--- src/rtl/pmlru_pkg.sv ---
package pmlru_pkg;

  localparam int NUM_SLOTS      = 18;
  localparam int PAGES_PER_SLOT = 32;
  localparam int NUM_FRAMES     = 256;
  localparam int PAGE_BYTES     = 1024;

  localparam int SLOT_W     = 5;
  localparam int PAGE_W     = $clog2(PAGES_PER_SLOT);
  localparam int FRAME_W    = $clog2(NUM_FRAMES);
  localparam int PAGE_SHIFT = $clog2(PAGE_BYTES);
  localparam int ADDR_W     = 15;
  localparam int NS_W       = 30;
  localparam int SEC_W      = 32;
  localparam int CNT_W      = 32;
  localparam int STAMP_W    = SEC_W + NS_W;
  localparam int MAP_DEPTH  = NUM_SLOTS * PAGES_PER_SLOT;
  localparam int MAP_AW     = SLOT_W + PAGE_W;
  localparam int MAP_W      = FRAME_W + 1;

  localparam logic [30:0] NS_PER_SEC   = 31'd1000000000;
  localparam logic [30:0] NS_PER_2SEC  = 31'd2000000000;

  localparam logic [1:0] OP_ACCESS  = 2'd0;
  localparam logic [1:0] OP_RELEASE = 2'd1;
  localparam logic [1:0] OP_TICK    = 2'd2;

  localparam logic [1:0] CFG_HIT   = 2'd0;
  localparam logic [1:0] CFG_FAULT = 2'd1;
  localparam logic [1:0] CFG_WB    = 2'd2;
  localparam logic [1:0] CFG_TICK  = 2'd3;

  typedef struct packed {
    logic [1:0]        op;
    logic [SLOT_W-1:0] slot;
    logic [ADDR_W-1:0] address;
    logic              is_write;
  } req_t;

  typedef struct packed {
    logic [FRAME_W-1:0] frame;
    logic               hit;
    logic               evicted;
    logic               wrote_back;
    logic [SLOT_W-1:0]  victim_slot;
    logic [PAGE_W-1:0]  victim_page;
    logic [SEC_W-1:0]   clock_seconds;
    logic [NS_W-1:0]    clock_nanos;
    logic [CNT_W-1:0]   access_count;
    logic [CNT_W-1:0]   fault_count;
  } res_t;

  typedef enum logic [3:0] {
    ST_CLEAR, ST_IDLE, ST_LOOKUP, ST_SCAN, ST_WB, ST_FILL, ST_RELEASE, ST_TICK, ST_RESPOND
  } state_t;

  typedef enum logic [1:0] {
    CELL_NOP, CELL_FILL, CELL_TOUCH, CELL_RELEASE
  } cell_op_t;

  // broadcast command to the frame cells
  typedef struct packed {
    cell_op_t           kind;
    logic [FRAME_W-1:0] idx;
    logic [SLOT_W-1:0]  slot;
    logic [PAGE_W-1:0]  page;
    logic               dirty;
    logic [STAMP_W-1:0] stamp;
  } cmd_t;

  // search token moving down the chain
  typedef struct packed {
    logic               valid;
    logic               has_free;
    logic [FRAME_W-1:0] free_idx;
    logic [FRAME_W-1:0] best_idx;
    logic [STAMP_W-1:0] best_stamp;
    logic [SLOT_W-1:0]  best_owner;
    logic [PAGE_W-1:0]  best_page;
    logic               best_dirty;
  } tok_t;

  function automatic logic [STAMP_W-1:0] clk_adv(input logic [SEC_W-1:0] sec,
                                                 input logic [NS_W-1:0] ns,
                                                 input logic [NS_W-1:0] add);
    logic [30:0] tot;
    logic [30:0] rem;
    tot = {1'b0, ns} + {1'b0, add};
    if (tot >= NS_PER_2SEC) begin
      rem = tot - NS_PER_2SEC;
      return {sec + 32'd2, rem[NS_W-1:0]};
    end else if (tot >= NS_PER_SEC) begin
      rem = tot - NS_PER_SEC;
      return {sec + 32'd1, rem[NS_W-1:0]};
    end
    return {sec, tot[NS_W-1:0]};
  endfunction

  function automatic logic [CNT_W-1:0] sat_inc(input logic [CNT_W-1:0] v);
    return (v == '1) ? v : v + 1'b1;
  endfunction

endpackage

--- src/rtl/pmlru_cell.sv ---
module pmlru_cell #(
  parameter int IDX = 0
) (
  input  logic             clk,
  input  logic             rst,
  input  pmlru_pkg::cmd_t  cmd,
  input  pmlru_pkg::tok_t  tok_in,
  output pmlru_pkg::tok_t  tok_out
);

  logic                               used;
  logic                               dirty;
  logic [pmlru_pkg::SLOT_W-1:0]       owner;
  logic [pmlru_pkg::PAGE_W-1:0]       page;
  logic [pmlru_pkg::STAMP_W-1:0]      stamp;
  logic                               sel;
  pmlru_pkg::tok_t                    tok_next;

  assign sel = (cmd.idx == pmlru_pkg::FRAME_W'(IDX));

  always_ff @(posedge clk) begin
    if (rst) begin
      used  <= 1'b0;
      dirty <= 1'b0;
    end else begin
      case (cmd.kind)
        pmlru_pkg::CELL_FILL: begin
          if (sel) begin
            used  <= 1'b1;
            dirty <= cmd.dirty;
          end
        end
        pmlru_pkg::CELL_TOUCH: begin
          if (sel && cmd.dirty) begin
            dirty <= 1'b1;
          end
        end
        pmlru_pkg::CELL_RELEASE: begin
          if (used && owner == cmd.slot) begin
            used  <= 1'b0;
            dirty <= 1'b0;
          end
        end
        default: ;
      endcase
    end
  end

  always_ff @(posedge clk) begin
    if (sel && cmd.kind == pmlru_pkg::CELL_FILL) begin
      owner <= cmd.slot;
      page  <= cmd.page;
      stamp <= cmd.stamp;
    end else if (sel && cmd.kind == pmlru_pkg::CELL_TOUCH) begin
      stamp <= cmd.stamp;
    end
  end

  // first free frame wins; strictly older stamp takes over the victim
  always_comb begin
    tok_next = tok_in;
    if (!tok_in.has_free && !used) begin
      tok_next.has_free = 1'b1;
      tok_next.free_idx = pmlru_pkg::FRAME_W'(IDX);
    end
    if (IDX == 0 || stamp < tok_in.best_stamp) begin
      tok_next.best_idx   = pmlru_pkg::FRAME_W'(IDX);
      tok_next.best_stamp = stamp;
      tok_next.best_owner = owner;
      tok_next.best_page  = page;
      tok_next.best_dirty = dirty;
    end
  end

  always_ff @(posedge clk) begin
    if (rst) begin
      tok_out.valid <= 1'b0;
    end else begin
      tok_out.valid <= tok_in.valid;
    end
    tok_out.has_free   <= tok_next.has_free;
    tok_out.free_idx   <= tok_next.free_idx;
    tok_out.best_idx   <= tok_next.best_idx;
    tok_out.best_stamp <= tok_next.best_stamp;
    tok_out.best_owner <= tok_next.best_owner;
    tok_out.best_page  <= tok_next.best_page;
    tok_out.best_dirty <= tok_next.best_dirty;
  end

endmodule

--- config.mk ---
export PLATFORM = sky130hd
export DESIGN_NAME = pmlru_cell
export DESIGN_NICKNAME = d
export VERILOG_FILES = /design/src/rtl/pmlru_pkg.sv /design/src/rtl/pmlru_cell.sv
export SDC_FILE = /design/constraint.sdc
export NUM_CORES = 1
export LEC_CHECK = 0
export ABC_CLOCK_PERIOD_IN_PS = 8850
export BUFFER_PORTS_ARGS = -buffer_cell sky130_fd_sc_hd__buf_2
export CAP_MARGIN = 20
export CORE_ASPECT_RATIO = 1.25
export CORE_MARGIN = 4
export CORE_UTILIZATION = 44
export CTS_BUF_LIST = sky130_fd_sc_hd__clkbuf_4 sky130_fd_sc_hd__clkbuf_8 sky130_fd_sc_hd__clkbuf_16
export DETAILED_ROUTE_END_ITERATION = 10
export GPL_TIMING_DRIVEN = 0
export PLACE_DENSITY = 0.89
export SYNTH_ARGS = -nofsm -noshare
export SYNTH_HDL_FRONTEND = slang
export SYNTH_SLANG_ARGS = --single-unit
--- constraint.sdc ---
create_clock -name clk -period 8.85 [get_ports clk]
set_input_delay 0.885 -clock clk [delete_from_list [all_inputs] [get_ports clk]]
set_output_delay 0.885 -clock clk [all_outputs]
set_load 0.05 [all_outputs]
==> results.py, run 1 <==
metrics = {
    "grt": {
        "grtUsageTotal_pct": 15.93,
        "grt_pass1_wl_mm": 12.35,
        "antenna_found_initial": 0,
        "grt-ovfl-total": 0,
        "grt_max_degree": 34,
        "grt_pass1_vias": 2426,
    },
    "sta": {
        "period_needed_ns": 2.355,
        "fmax_mhz": 424.7,
        "hold_viol": 0,
        "tightest_slew_ns": 0.8809,
        "finalSetupViolations": 0,
        "finClkSkew_ns": 0.009242,
        "fin_hold_ws_ns": 0.3363,
        "rsz0062_at_grt": "no",
        "tns_ns": 0,
        "finalMaxSlewViolations": 0,
        "fin_crit_sh_pct": 26.60,
        "slew-limit-headroom_pct": 41.13,
    },
    "final_layout": {
        "ff_latch_area_um2": 3864,
        "n_antenna_cell": 0,
        "multi_input_area_um2": 259.0,
        "final_nets": 581,
        "areaGrowthSynthToFinish_pct": 41.08,
        "drive_gt1_share_pct": 52.87,
        "fillCellCount": 688,
    },
    "yosys": {
        "syn_area_um2": 4160,
        "yosysSeqAreaShare_pct": 92.87,
        "syn_area_per_cell_um2": 20.70,
        "synth_top_area_share_pct": 51.97,
        "synth_edf_count": 72,
        "synth.most_common_cell": "dfxtp_1",
        "yosys.area.top_type": "edfxtp_1",
        "synth_commonest_cells": "85 x dfxtp_1, 72 x edfxtp_1, 9 x nor2b_1",
        "yosysUniqueCellTypes": 20,
        "ys.flop_type": "dfxtp_1",
        "yosysWarningCount": 0,
        "yosys-top-cells-area": "edfxtp_1 52%, dfxtp_1 41%, buf_4 1.4%",
        "netlist_instances": 201,
        "async_reset_ff_share_pct": 0,
        "ys_ff_latch": 157,
    },
    "cts": {
        "cts_hold_buf": 0,
        "cts_resized": 0,
        "cts.sinks": 157,
        "cts_tree": "yes",
        "post-cts-setup-buffers": 0,
        "path_clk_slew_ns": 0.06,
        "clk_path_buf_depth": 2,
        "cts_root_buf": "clkbuf_16",
        "clkLatencyLatePin_ns": 0.40,
        "cts_buffers": 17,
        "htreeDepth": 4,
    },
    "power": {
        "power.density_nw_per_um2": 260.9,
        "p_leak_nw": 2.506,
        "vdd_drop_max_mv": 0.1405,
        "finalPower_w": 0.001532,
    },
    "worst_setup_path": {
        "crit_family": "simple AND/OR/NAND/NOR gates",
        "end_kind": "flop",
        "path_cells": "buf_2 -> nor4_2 -> nand2_1 -> nor2_4 -> buf_12",
        "worst-path-max-fanout": 33,
        "crit_type": "input pin to flop",
        "worstPathRequired_ns": 8.94,
        "cpMaxStageDelayCell": "nor2_4",
        "cpPeakStageDelay_ns": 0.72,
        "path_buf_inv": 2,
        "worstSetupStartpointType": "input pin",
        "worstPathArrival_ns": 2.45,
    },
    "floorplan": {
        "die_h_um": 116.7,
        "initial_utilization_pct": 45.35,
        "die_x_um": 94.97,
        "core_um2": 9174,
        "fp.dieArea_um2": 11080,
        "ios": 267,
        "std_cell_rows": 39,
    },
    "route": {
        "vias_per_cell": 4.242,
        "routedWlPerCell_um": 15.87,
        "num_vias": 2295,
        "drt_iter0_drc": 55,
        "drc": 0,
        "ant_nets": 0,
        "wirelength_mm": 8.588,
        "first_pass_iters": 4,
    },
    "min_path": {
        "hold_class": "flop to flop",
    },
    "job": {
        "maxCapViolations": 0,
    },
    "placed_design": {
        "dpl.hpwl_mm": 6.437,
        "io_buffer_count": 177,
        "gp_congestion": 0.7022,
    },
    "run_status": {
        "run_status": "completed",
    },
}
==> worst register-to-register path, cell delays in order (launching register included) <==
cell and delay [ns]:
edfxtp_1 0.42, xnor2_1 0.20, nand3_1 0.12, nor3_1 0.20, o41ai_1 0.10
==> final cells by class <==
class	count	share of cell area (%)
Buffer	8	1.023
Clock buffer	23	8.847
Clock inverter	9	1.641
Inverter	3	0.1919
Multi-Input combinational cell	40	4.413
Sequential cell	157	65.83
Tap cell	123	2.622
Timing Repair Buffer	178	15.43
==> state kept, by name, indices dropped and copies added (netlist names) <==
| register | cells |
|---|---|
| tok_out | 83 |
| page | 5 |
| dirty | 1 |
| stamp | 62 |
| owner | 5 |
| used | 1 |
==> cells in the final DEF (no fill, tap or decap), types with 3 or more instances in the layout <==
master | Yosys | layout
clkbuf_8 | 0 | 5
conb_1 | 1 | 8
nor2b_1 | 9 | 9
edfxtp_1 | 72 | 72
clkbuf_16 | 0 | 18
buf_2 | 0 | 177
xnor2_1 | 6 | 6
inv_1 | 3 | 3
buf_4 | 8 | 8
dfxtp_1 | 85 | 85
==> kinds of logic after synthesis <==
group	Yosys count	share of synthesized area, %
buffers and inverters	11	1.714
other	1	0.09014
and+or+nand+nor	22	3.489
DFF	157	92.87
xor gates and xnor gates	6	1.263
AOI/OAI and AO/OA	4	0.5714
==> layer usage <==
metal,share of wire [%],vias to the layer above,global-route usage (%)
met4,0.62,0,5.486
li1,-,1098,-
met2,49,151,26.43
met3,13,6,9.858
met1,37,1040,16.53
met5,0,-,0
==> power by group <==
group	total, W	switching, W	internal [W]
Clock	0.000717	0.000272	0.000446
Combinational	0.0000519	0.0000304	0.0000216
Sequential	0.000762	0.000000835	0.000761
==> stage by stage <==
stage | std cells | area (um^2) | worst slack (ns) | utilization, %
2_1_floorplan | 208 | 4187 | 4.503 | -
5_1_grt | 541 | 5869 | 6.364 | 63.98
4_1_cts | 541 | 5869 | 6.505 | 63.98
3_5_place_dp | 509 | 5254 | 6.064 | 57.27
3_3_place_gp | 508 | 5226 | 3.338 | 56.97
6_report | 541 | 5869 | 6.496 | 63.98
==> path summary, 6_finish.rpt <==
path | start | to | slack [ns] | cells past startpoint
worst max-delay path | cmd[78] | stamp[4] | 6.50 | 5
worst min-delay path | stamp[13] | tok_out[24] | 0.34 | 0
worst max register to register | owner[1] | dirty | 7.70 | 4
worst min register to register | stamp[13] | tok_out[24] | 0.34 | 0
Note: power is estimated with default switching activity, not from simulation.
==> inputs of run 2 (changes only) <==
--- a/config.mk
+++ b/config.mk
@@ -5,16 +5,16 @@
 export SDC_FILE = /design/constraint.sdc
 export NUM_CORES = 1
 export LEC_CHECK = 0
-export ABC_CLOCK_PERIOD_IN_PS = 8850
+export ABC_CLOCK_PERIOD_IN_PS = 2200
 export BUFFER_PORTS_ARGS = -buffer_cell sky130_fd_sc_hd__buf_2
 export CAP_MARGIN = 20
 export CORE_ASPECT_RATIO = 1.25
 export CORE_MARGIN = 4
-export CORE_UTILIZATION = 44
+export CORE_UTILIZATION = 41
 export CTS_BUF_LIST = sky130_fd_sc_hd__clkbuf_4 sky130_fd_sc_hd__clkbuf_8 sky130_fd_sc_hd__clkbuf_16
 export DETAILED_ROUTE_END_ITERATION = 10
 export GPL_TIMING_DRIVEN = 0
-export PLACE_DENSITY = 0.89
+export PLACE_DENSITY = 0.84
 export SYNTH_ARGS = -nofsm -noshare
 export SYNTH_HDL_FRONTEND = slang
 export SYNTH_SLANG_ARGS = --single-unit
==> constraint.sdc (replaced) <==
create_clock -name clk -period 2.2 [get_ports clk]
set_input_delay 0.22 -clock clk [delete_from_list [all_inputs] [get_ports clk]]
set_output_delay 0.22 -clock clk [all_outputs]
set_load 0.05 [all_outputs]
==> results.py, run 2 (same netlist as run 1, synthesis figures left out) <==
metrics = {
    "worst_setup_path": {
        "path_buf_inv": 3,
        "worst-path-max-fanout": 26,
        "worstPathArrival_ns": 1.61,
        "cpMaxStageDelayCell": "nor2_4",
        "worstSetupStartpointType": "input pin",
        "timing.rr.end": "dirty",
        "reg2reg_depth": 4,
        "crit_family": "simple AND/OR/NAND/NOR gates",
        "r2r_start": "owner[2]",
        "end_kind": "flop",
        "path_cells": "buf_2 -> nor4_2 -> nand2_1 -> nor2_4 -> buf_12 -> buf_16",
        "worst-r2r-setup-slack_ns": 1.06,
        "cpPeakStageDelay_ns": 0.41,
        "worstPathRequired_ns": 2.30,
        "crit_type": "input pin to flop",
    },
    "final_layout": {
        "multi_input_area_um2": 259.0,
        "largest_registers": "tok_out: 83 flops, stamp: 62 flops",
        "n_antenna_cell": 0,
        "final_nets": 652,
        "largest_reg_flops": 83,
        "drive_gt1_share_pct": 45.40,
        "layout_commonest_cell": "buf_2",
        "top_register": "tok_out",
        "fillCellCount": 647,
        "layout.cells.most_common_list": "177 x buf_2, 85 x dfxtp_1, 72 x edfxtp_1, 70 x dlygate4sd3_1, 19 x clkbuf_16",
        "ff_latch_area_um2": 3864,
        "areaGrowthSynthToFinish_pct": 58.98,
        "finalNonFillerCells": 615,
    },
    "floorplan": {
        "core_um2": 9759,
        "fp.dieArea_um2": 11830,
        "initial_utilization_pct": 42.63,
        "ios": 267,
        "die_x_um": 98.10,
        "std_cell_rows": 40,
        "die_h_um": 120.6,
    },
    "cts": {
        "clk_path_buf_depth": 2,
        "htreeDepth": 4,
        "cts_tree": "yes",
        "cts.sinks": 157,
        "path_clk_slew_ns": 0.07,
        "cts_resized": 0,
        "cts_buffers": 17,
        "clkLatencyLatePin_ns": 0.41,
        "cts_root_buf": "clkbuf_16",
    },
    "route": {
        "vias_per_cell": 4.213,
        "drc": 0,
        "routedWlPerCell_um": 15.22,
        "wirelength_mm": 9.362,
        "num_vias": 2591,
        "ant_nets": 0,
        "first_pass_iters": 4,
        "drt_iter0_drc": 50,
    },
    "placed_design": {
        "gp_congestion": 0.7678,
        "dpl.hpwl_mm": 6.194,
        "io_buffer_count": 177,
        "placed_cells": 513,
    },
    "min_path": {
        "hold_class": "input pin to flop",
        "hold_path_depth": 1,
        "min_from": "cmd[71]",
        "hold_end": "owner[3]",
    },
    "grt": {
        "grt_max_degree": 27,
        "grtUsageTotal_pct": 16.25,
        "grt-ovfl-total": 0,
        "antenna_found_initial": 0,
        "grt_pass1_vias": 2877,
        "grt_pass1_wl_mm": 14.42,
    },
    "sta": {
        "fin_crit_sh_pct": 68.64,
        "finalMaxSlewViolations": 0,
        "rsz0062_at_grt": "no",
        "finClkSkew_ns": 0.009645,
        "hold_viol": 0,
        "fin_hold_ws_ns": 0.02018,
        "period_needed_ns": 1.510,
        "fmax_mhz": 662.2,
        "finalSetupViolations": 0,
    },
    "run_status": {
        "run_status": "completed",
    },
    "power": {
        "p_leak_nw": 2.811,
        "power.density_nw_per_um2": 961.8,
        "vdd_drop_max_mv": 0.5924,
    },
    "job": {
        "maxCapViolations": 0,
    },
}
run 2: routing by layer:
metal / up-vias / wire (um) / part of all wire [%] / global-route usage [%]
met1: 1183 / 3499 / 37 / 17.81
met2: 148 / 4760 / 51 / 27.26
met5: - / 0 / 0 / 0
met3: 21 / 837 / 8.9 / 6.405
li1: 1239 / - / - / -
met4: 0 / 264 / 2.8 / 8.225
run 2: worst register-to-register path, cell delays in order, from the launching register on:
cell and delay (ns):
edfxtp_1 0.42, xnor2_1 0.15, nand4_1 0.12, nor3_1 0.06, o41ai_1 0.29
run 2: how the worst max path moves through the flow:
| stage | startpoint | endpoint | depth (start not counted) |
|---|---|---|---|
| after global routing | cmd[78] | stamp[13] | 6 |
| after floorplan | cmd[74] | stamp[0] | 3 |
| final | cmd[74] | stamp[25] | 6 |
| after detailed placement | cmd[74] | stamp[41] | 6 |
| after global placement | cmd[78] | stamp[23] | 4 |
| after CTS | cmd[74] | stamp[25] | 6 |
run 2: timing repair:
action,in CTS,in global routing
buffers inserted,0,0
hold buffers,69,1
endpoints found under the hold margin,69,1
run 2: power by group:
part	internal [W]	switching [W]	total [W]	leakage, nW
registers	0.00306	0.00000344	0.00307	1.36
clock network	0.00184	0.00114	0.00299	0.301
logic	0.000168	0.000140	0.000308	1.15
total	0.00508	0.00129	0.00636	2.81
run 2: layout make-up:
class,instances,area share (%)
clock buffer,20,7.302
inverter,3,0.1703
clock inverter,12,2.194
timing repair buffer,249,24.71
buffer,8,0.9081
tap,126,2.384
sequential,157,58.42
multi-input combinational,40,3.916
run 2: stage by stage:
| stage | area [um^2] | setup slack, ns | setup TNS (ns) | util [%] | power (W) |
|---|---|---|---|---|---|
| after floorplan | 4194 | 0.2198 | 0 | - | 0.003230 |
| after global placement | 5238 | -0.2656 | -16.33 | 53.67 | 0.003326 |
| after detailed placement | 5285 | 0.2374 | 0 | 54.15 | 0.003335 |
| after CTS | 6604 | 0.6669 | 0 | 67.67 | 0.006410 |
| after global routing | 6614 | 0.5597 | 0 | 67.77 | 0.006574 |
| final | 6614 | 0.6900 | 0 | 67.77 | 0.006361 |
